`config.mk`:
```
export PLATFORM = sky130hd
export DESIGN_NAME = fmare_cell
export DESIGN_NICKNAME = d
export VERILOG_FILES = /design/src/rtl/core/fmare_pkg.sv /design/src/rtl/core/fmare_cell.sv
export SDC_FILE = /design/constraint.sdc
export NUM_CORES = 1
export LEC_CHECK = 0
export ABC_AREA = 0
export BUFFER_PORTS_ARGS = -buffer_cell sky130_fd_sc_hd__buf_2
export CORE_AREA = 2 2 186 188
export CTS_BUF_LIST = sky130_fd_sc_hd__clkbuf_4 sky130_fd_sc_hd__clkbuf_8
export CTS_CLUSTER_DIAMETER = 200
export CTS_CLUSTER_SIZE = 16
export DETAILED_ROUTE_END_ITERATION = 10
export DIE_AREA = 0 0 188 190
export GPL_ROUTABILITY_DRIVEN = 0
export GPL_TIMING_DRIVEN = 0
export RECOVER_POWER = 25
export SETUP_SLACK_MARGIN = 0.4
export SLEW_MARGIN = 20
export SYNTH_ARGS = -nofsm -noshare
export SYNTH_HDL_FRONTEND = slang
export SYNTH_SLANG_ARGS = --single-unit
```
`constraint.sdc`:
```
create_clock -name clk -period 3.7 [get_ports clk]
set_input_delay 0.37 -clock clk [delete_from_list [all_inputs] [get_ports clk]]
set_output_delay 0.37 -clock clk [all_outputs]
set_load 0.01 [all_outputs]
```
`src/rtl/core/fmare_pkg.sv`:
```
`timescale 1ns / 1ps

package fmare_pkg;

    // Depth of the rule table, one chain cell per rule.
    localparam int MAX_RULES = 16;

    // Widths fixed by the interface fields.
    localparam int SLOT_W    = 4;
    localparam int ID_W      = 64;
    localparam int OPS_W     = 32;
    localparam int HIT_W     = 4;
    localparam int COUNT_W   = 5;
    localparam int CFG_IDX_W = 2;
    localparam int CFG_DAT_W = 32;

    // Widths that follow from the table depth.
    localparam int RULE_IDX_W = (MAX_RULES > 1) ? $clog2(MAX_RULES) : 1;
    localparam int CNT_W      = $clog2(MAX_RULES + 1);

    // Item opcodes.
    localparam logic OP_WRITE = 1'b0;
    localparam logic OP_EVAL  = 1'b1;

    // Configuration register indexes.
    localparam logic [CFG_IDX_W-1:0] CFG_ACTIVE_RULES  = 2'd0;
    localparam logic [CFG_IDX_W-1:0] CFG_AUDIT_DENIALS = 2'd1;

    // Request word held steady while a token walks the chain.
    typedef struct packed {
        logic [ID_W-1:0]  a_high;
        logic [ID_W-1:0]  a_low;
        logic             a_present;
        logic [ID_W-1:0]  b_high;
        logic [ID_W-1:0]  b_low;
        logic             b_present;
        logic [OPS_W-1:0] ops;
    } req_t;

    // One rule as loaded by a write word.
    typedef struct packed {
        logic [ID_W-1:0]  principal_high;
        logic [ID_W-1:0]  principal_low;
        logic [OPS_W-1:0] op_mask;
        logic             deny;
    } rule_t;

    // Decision token handed from cell to cell.
    typedef struct packed {
        logic                  valid;
        logic                  hit;
        logic                  deny;
        logic [RULE_IDX_W-1:0] idx;
    } carry_t;

endpackage

```
`src/rtl/core/fmare_cell.sv`:
```
`timescale 1ns / 1ps

module fmare_cell
(
    input  logic                             clk,
    input  logic                             rst_n,
    input  logic [fmare_pkg::RULE_IDX_W-1:0] cell_idx,
    input  logic [fmare_pkg::CNT_W-1:0]      scan_limit,
    input  logic                             wr_en,
    input  fmare_pkg::rule_t                 wr_rule,
    input  fmare_pkg::req_t                  req,
    input  fmare_pkg::carry_t                carry_in,
    output fmare_pkg::carry_t                carry_out
);

    fmare_pkg::rule_t  rule_reg;
    fmare_pkg::carry_t carry_reg;
    fmare_pkg::carry_t carry_next;

    logic active;
    logic zero_principal;
    logic a_match;
    logic b_match;
    logic ops_match;
    logic match;

    always_comb
    begin
        active = (int'(cell_idx) < int'(scan_limit));
        zero_principal = (rule_reg.principal_high == '0) && (rule_reg.principal_low == '0);
        a_match = req.a_present && (rule_reg.principal_high == req.a_high)
                  && (rule_reg.principal_low == req.a_low);
        b_match = req.b_present && (rule_reg.principal_high == req.b_high)
                  && (rule_reg.principal_low == req.b_low);
        ops_match = ((rule_reg.op_mask & req.ops) != '0);
        match = active && ops_match && (zero_principal || a_match || b_match);

        // The first matching cell claims the token; later cells pass it on.
        carry_next = carry_in;
        if (carry_in.valid && !carry_in.hit && match)
        begin
            carry_next.hit  = 1'b1;
            carry_next.deny = rule_reg.deny;
            carry_next.idx  = cell_idx;
        end
    end

    always_ff @(posedge clk)
    begin
        if (wr_en)
        begin
            rule_reg <= wr_rule;
        end
    end

    always_ff @(posedge clk or negedge rst_n)
    begin
        if (!rst_n)
        begin
            carry_reg <= '0;
        end
        else
        begin
            carry_reg <= carry_next;
        end
    end

    assign carry_out = carry_reg;

endmodule

```
==> results of run 1 <==
==> metrics by stage <==
| step | hold slack, ns | std cells | cell area [µm²] |
|---|---|---|---|
| finish | 0.0362 | 1682 | 12400 |
| global route | 0.00175 | 1678 | 12400 |
| CTS | 0.0000365 | 1671 | 12400 |
| detailed placement | 0.210 | 1631 | 11800 |
| global placement | 0.208 | 1630 | 11800 |
| floorplan | 0.0744 | 699 | 8830 |
==> path summary, 6_finish.rpt <==
check	endpoint	slack, ns
worst min register to register	carry_out[4]$_DFF_PN0_	0.50
worst max register to register	carry_out[3]$_DFF_PN0_	0.41
worst min-delay path	rule_reg[66]$_DFFE_PP_	0.04
max in group asynchronous	carry_out[4]$_DFF_PN0_	3.31
min in group asynchronous	carry_out[1]$_DFF_PN0_	0.23
worst max-delay path	carry_out[3]$_DFF_PN0_	0.41
==> cell type report <==
cell class / count / area (µm²) / area share
sequential: 168 / 5010 / 0.403
multi-input combinational: 470 / 3670 / 0.295
timing repair buffer: 485 / 2500 / 0.201
tap: 455 / 569 / 0.0458
clock buffer: 18 / 241 / 0.0194
inverter: 61 / 229 / 0.0184
clock inverter: 14 / 189 / 0.0152
antenna: 11 / 27.5 / 0.00221
==> synth_stat cells <==
master / number / area share
a21oi_1: 2 / 0.0011
a21o_1: 3 / 0.0025
nor3_1: 1 / 0.00057
o2111a_1: 1 / 0.0013
mux2_4: 5 / 0.0085
and4_1: 1 / 0.00099
a31oi_4: 1 / 0.0024
nand3_1: 4 / 0.0023
xor2_1: 17 / 0.017
nand2_1: 3 / 0.0013
a22o_1: 4 / 0.0040
inv_2: 2 / 0.00085
a2111o_1: 11 / 0.014
nor4_2: 1 / 0.0014
ha_1: 3 / 0.0042
a2111oi_0: 4 / 0.0040
nand4_1: 51 / 0.036
o2bb2ai_1: 5 / 0.0050
inv_1: 59 / 0.025
xnor2_1: 142 / 0.14
edfxtp_1: 161 / 0.55
a221oi_1: 2 / 0.0020
o221ai_1: 2 / 0.0020
a221o_1: 3 / 0.0034
nand2b_1: 51 / 0.036
o22ai_1: 19 / 0.013
or4_4: 1 / 0.0013
nor2_1: 3 / 0.0013
or2_1: 1 / 0.00071
nor2b_1: 37 / 0.026
a222oi_1: 1 / 0.0011
a22oi_1: 15 / 0.013
nor4b_1: 1 / 0.00099
or4_1: 2 / 0.0017
dfrtp_1: 7 / 0.020
o2111ai_1: 18 / 0.018
nor4_1: 55 / 0.039
==> logic make-up after synthesis <==
kind of cell | count (synthesis) | share of synthesized area
mux | 5 | 0.00850
buf+inv | 61 | 0.0259
xor+xnor | 159 | 0.158
compound gates | 91 | 0.0868
flops | 168 | 0.567
fa+ha+maj | 3 | 0.00425
simple gates | 212 | 0.150
==> routing by layer <==
metal / global-route usage / vias to the layer above
li1: - / 3699
met4: 0.0854 / 20
met2: 0.418 / 454
met3: 0.0882 / 77
met1: 0.329 / 3953
met5: 0 / -
==> critical path: stages, from the launching register on <==
cell,delay [ns]
edfxtp_1,0.57
xnor2_1,0.23
nand4_1,0.34
nor4_2,0.58
nand4_1,0.17
or4_4,0.54
a31oi_4,0.39
mux2_4,0.34
==> timing repair <==
item / CTS / global route
hold endpoints to repair: 14 / 0
resized for setup: 8 / 2
setup endpoints to repair: 6 / 5
buffers inserted: 0 / 0
pin swaps: 0 / 4
hold buffers: 8 / 0
==> layout by cell type (no fill, tap or decap), types with 2 or more instances in the layout <==
master         instances
nand2b_1              51
xor2_1                17
nand2_1                3
a21oi_1                2
or4_1                  2
clkinv_2               2
buf_2                475
a2111o_1              11
nand4_1               51
nor4_4                 3
clkinv_4               2
o2111ai_1             18
nand3_1                4
a221o_1                3
xnor2_2                3
dlygate4sd3_1          8
mux2_4                 5
inv_6                  5
dfrtp_1                7
diode_2               11
edfxtp_1             161
clkbuf_8              17
xnor2_1              139
a221oi_1               2
o221ai_1               2
nor4_2                 2
inv_1                 59
nor4_1                51
a22oi_1               15
nor2b_1               37
inv_2                  2
a21o_1                 3
o2bb2ai_1              5
ha_1                   3
bufinv_16              3
o22ai_1               19
a22o_1                 4
a2111oi_0              4
nor2_1                 3
==> power groups by stage <==
stage                     Clock [mW]  Combinational [mW]  Sequential (mW)
after floorplan                    0               0.350             2.40
after global placement             0               0.799             2.53
after detailed placement           0               0.815             2.53
after CTS                       1.51               0.834             2.48
after global routing            1.58               0.905             2.50
final                           1.47               0.839             2.49
==> flow_metrics.env, run 1 <==
export IMPL_die_area_um2=35700
export IMPL_setup_viol=0
export IMPL_via_count=8203
export IMPL_grt_overflow_total=0
export IMPL_reg2regPathDepth=7
export IMPL_cts_tree="yes"
export IMPL_holdCritStartpoint="wr_rule[66]"
export IMPL_clock_latency_ns=0.50
export IMPL_hold_class="primary input to flip-flop"
export IMPL_die_y_um=190
export IMPL_post_dp_hpwl_um=41200
export IMPL_portBuffers=476
export IMPL_wl_met2_um=22400
export IMPL_cts_sinks=168
export IMPL_largest_reg_flops=161
export IMPL_p_clk_frac=0.307
export IMPL_firstDrtPassIters=5
export IMPL_root_buffer="clkbuf_8"
export IMPL_initial_core_util=0.260
export IMPL_grt_pass1_vias=8330
export IMPL_p_int_mw=3.39
export IMPL_place_ws_ns=0.0146
export IMPL_period_minus_slack_ns=3.29
export IMPL_syn_inst=699
export IMPL_worst_r2r_startpoint="rule_reg[144]$_DFFE_PP_"
export IMPL_rsz0062_at_grt="no"
export IMPL_synth_avg_cell_area_um2=12.6
export IMPL_synth_cell_types=37
export IMPL_clk_pin_slew_ns=0.11
export IMPL_area_delta_synth_final_pct=40.8
export IMPL_period_share=0.890
export IMPL_critPathLaunch="rule_reg[144]$_DFFE_PP_"
export IMPL_path_max_fanout=6
export IMPL_vias_per_cell=4.88
export IMPL_p_sw_mw=1.41
export IMPL_combPwrFrac=0.175
export IMPL_grt_total_usage=0.260
export IMPL_outcome="complete, no violations"
export IMPL_drt_total_wl_um=47600
export IMPL_nNetsFinal=1676
export IMPL_slew_headroom=0.437
export IMPL_grt_max_degree=84
export IMPL_sw_frac_of_total=0.295
export IMPL_wl_per_cell_um=28.3
export IMPL_wl_met1_um=19800
export IMPL_cp_required_ns=4.08
export IMPL_syn_nets=1172
export IMPL_hold_viol_final=0
export IMPL_h_tree_depth=4
export IMPL_synth_seq_cells=168
export IMPL_hold_depth=1
export IMPL_p_seq_frac=0.518
export IMPL_synth_area_um2=8830
export IMPL_cp_arrival_ns=3.68
export IMPL_ant_nets=0
export IMPL_p_leak_nw=5.07
export IMPL_die_x_um=188
export IMPL_boundaryPins=477
export IMPL_wl_met3_um=4160
export IMPL_row_count=68
export IMPL_crit_type="flip-flop to flip-flop"
export IMPL_routed_top_layer="met5"
export IMPL_drive_gt1_frac=0.433
export IMPL_ir_worst_vdd_mv=0.293
export IMPL_maxCapViolations=0
export IMPL_grt_pass1_wl_um=62600
export IMPL_drt_iter0_drc=538
export IMPL_max_freq_mhz=304
export IMPL_numCtsBuffers=17
export IMPL_fin_setup_tns_ns=0
export IMPL_finalPower_mw=4.80
export IMPL_fin_worst_skew_ns=0.0126
export IMPL_p_per_area_nw_per_um2=386
export IMPL_drc=0
export IMPL_yosysSeqAreaShare=0.567
export IMPL_cp_end_kind="flip-flop"
export IMPL_worst_setup_path_start_kind="flip-flop"
export IMPL_tightest_slew_ns=0.837
export IMPL_clockBufferDepth=2
export IMPL_setup_slack_ns=0.408
export IMPL_antenna_found_initial=22
export IMPL_n_fill_cell=3443
export IMPL_slew_violations=0
export IMPL_yosysWarnings=0
export IMPL_coreArea_um2=33900
export IMPL_final_util=0.366
No activity file was read; power rests on OpenSTA's default activity.
==> inputs of run 2 (changes only) <==
- CORE_AREA: 2 2 186 188 -> 2 2 184 186
- DIE_AREA: 0 0 188 190 -> 0 0 186 188
==> run 2 against run 1 <==
  * Global-route usage increased by 0.93 points
  * Sequential cell count did not move
  * Clock power fell by 5%
  * Largest cell class unchanged
  * Final area is 0.64% higher
  * Sequential share of layout area down 0.26 points
  * Die area fell by 2.1%
  * Clock-buffer cell count rose by 1
  * Total power is 1.6% lower
  * Largest power group unchanged
  * Utilization up 1.2 points
  * Setup slack lost 0.0071 ns
  * Combinational power rose by 0.7%
==> flow_metrics.env, run 2 (synthesis gave the netlist of run 1 again) <==
export IMPL_outcome="complete, no violations"
export IMPL_nNetsFinal=1687
export IMPL_drive_gt1_frac=0.430
export IMPL_rsz0062_at_grt="no"
export IMPL_die_area_um2=35000
export IMPL_ir_worst_vdd_mv=0.269
export IMPL_grt_pass1_vias=8756
export IMPL_p_leak_nw=5.10
export IMPL_final_common_cell="buf_2"
export IMPL_drt_total_wl_um=47400
export IMPL_fin_setup_tns_ns=0
export IMPL_layout_common_cells="buf_2 (475), edfxtp_1 (161), xnor2_1 (139), inv_1 (59)"
export IMPL_grt_max_degree=100
export IMPL_h_tree_depth=4
export IMPL_largest_reg_flops=161
export IMPL_finalPower_mw=4.72
export IMPL_boundaryPins=477
export IMPL_drc=0
export IMPL_row_count=67
export IMPL_via_count=8295
export IMPL_fin_worst_skew_ns=0.0216
export IMPL_portBuffers=476
export IMPL_drt_iter0_drc=686
export IMPL_setup_viol=0
export IMPL_reg2reg_setup_slack_ns=0.40
export IMPL_p_per_area_nw_per_um2=377
export IMPL_period_share=0.892
export IMPL_slew_violations=0
export IMPL_root_buffer="clkbuf_8"
export IMPL_grt_overflow_total=0
export IMPL_area_delta_synth_final_pct=41.7
export IMPL_clk_pin_slew_ns=0.10
export IMPL_cts_sinks=168
export IMPL_grt_total_usage=0.270
export IMPL_worst_setup_path_start_kind="flip-flop"
export IMPL_tightest_slew_ns=0.889
export IMPL_numCtsBuffers=17
export IMPL_cts_setup_buffers=0
export IMPL_antenna_found_initial=16
export IMPL_clock_latency_ns=0.50
export IMPL_coreArea_um2=33100
export IMPL_cts_tree="yes"
export IMPL_n_fill_cell=3362
export IMPL_maxCapViolations=0
export IMPL_die_y_um=188
export IMPL_cp_arrival_ns=3.67
export IMPL_slew_headroom=0.392
export IMPL_crit_type="flip-flop to flip-flop"
export IMPL_path_max_fanout=6
export IMPL_die_x_um=186
export IMPL_grt_pass1_wl_um=63500
export IMPL_hold_class="primary input to flip-flop"
export IMPL_initial_core_util=0.267
export IMPL_hold_viol_final=0
export IMPL_cp_required_ns=4.07
export IMPL_wl_per_cell_um=28.1
export IMPL_clockBufferDepth=2
export IMPL_ant_nets=0
export IMPL_post_dp_hpwl_um=40900
export IMPL_max_freq_mhz=303
export IMPL_vias_per_cell=4.92
export IMPL_period_minus_slack_ns=3.30
export IMPL_firstDrtPassIters=7
export IMPL_cp_end_kind="flip-flop"
[run 2: changes by cell type in the layout (fill, tap and decap cells not counted), sizes merged]
cell and delta:
inv +1, dlygate4sd3 +11, bufinv -2, clkinv -1
diode -1, clkinvlp +1, clkbuf +1
[run 2: critical path, cell delays in order, from the launching register on]
cell and delay [ns]:
edfxtp_1 0.54, nor2b_1 0.19, a2111o_1 0.35, a2111oi_0 0.73, nand4_1 0.15, or4_1 0.50, a31oi_4 0.38, mux2_4 0.33
[run 2: path summary, 6_finish.rpt]
path,to,cells after the start,from
worst max register to register,carry_out[1]$_DFF_PN0_,7,rule_reg[130]$_DFFE_PP_
worst min-delay path,rule_reg[49]$_DFFE_PP_,1,wr_rule[49]
min in group asynchronous,carry_out[3]$_DFF_PN0_,2,rst_n
max in group asynchronous,carry_out[4]$_DFF_PN0_,2,rst_n
worst min register to register,carry_out[4]$_DFF_PN0_,1,rule_reg[0]$_DFFE_PP_
worst max-delay path,carry_out[1]$_DFF_PN0_,7,rule_reg[130]$_DFFE_PP_
[run 2: where the power goes]
group,switching [mW],internal (mW)
logic,0.403,0.442
registers,0.233,2.26
clock network,0.807,0.582
total,1.44,3.28
[run 2: through the flow]
| stage | hold WS [ns] | worst slack, ns | area, µm² | util | instances |
|---|---|---|---|---|---|
| floorplan | 0.0744 | 1.14 | 8830 | - | 699 |
| global placement | 0.207 | 0.0860 | 11800 | 0.356 | 1623 |
| detailed placement | 0.209 | 0.0794 | 11800 | 0.357 | 1624 |
| CTS | 0.000277 | 0.411 | 12400 | 0.376 | 1672 |
| global route | 0.000635 | 0.403 | 12500 | 0.378 | 1683 |
| finish | 0.0470 | 0.401 | 12500 | 0.378 | 1685 |
[run 2: repair_timing]
action / CTS / global route
pin swaps: 0 / 2
hold buffers: 16 / 3
hold endpoints to repair: 22 / 3
setup endpoints to repair: 6 / 5
resized for setup: 8 / 3
[run 2: layout make-up]
| type | count | area [µm²] | area share |
|---|---|---|---|
| sequential | 168 | 5010 | 0.400 |
| multi-input combinational | 470 | 3680 | 0.294 |
| timing repair buffer | 496 | 2610 | 0.209 |
| tap | 448 | 561 | 0.0448 |
| clock buffer | 19 | 249 | 0.0199 |
| inverter | 61 | 229 | 0.0183 |
| clock inverter | 13 | 156 | 0.0125 |
| antenna | 10 | 25.0 | 0.00200 |
[run 2: metal layers]
metal	up-vias	part of all wire	track usage
met4	8	0.027	0.0887
met2	443	0.47	0.436
met1	4068	0.42	0.353
li1	3715	-	-
met3	61	0.076	0.0639
met5	-	0.0012	0
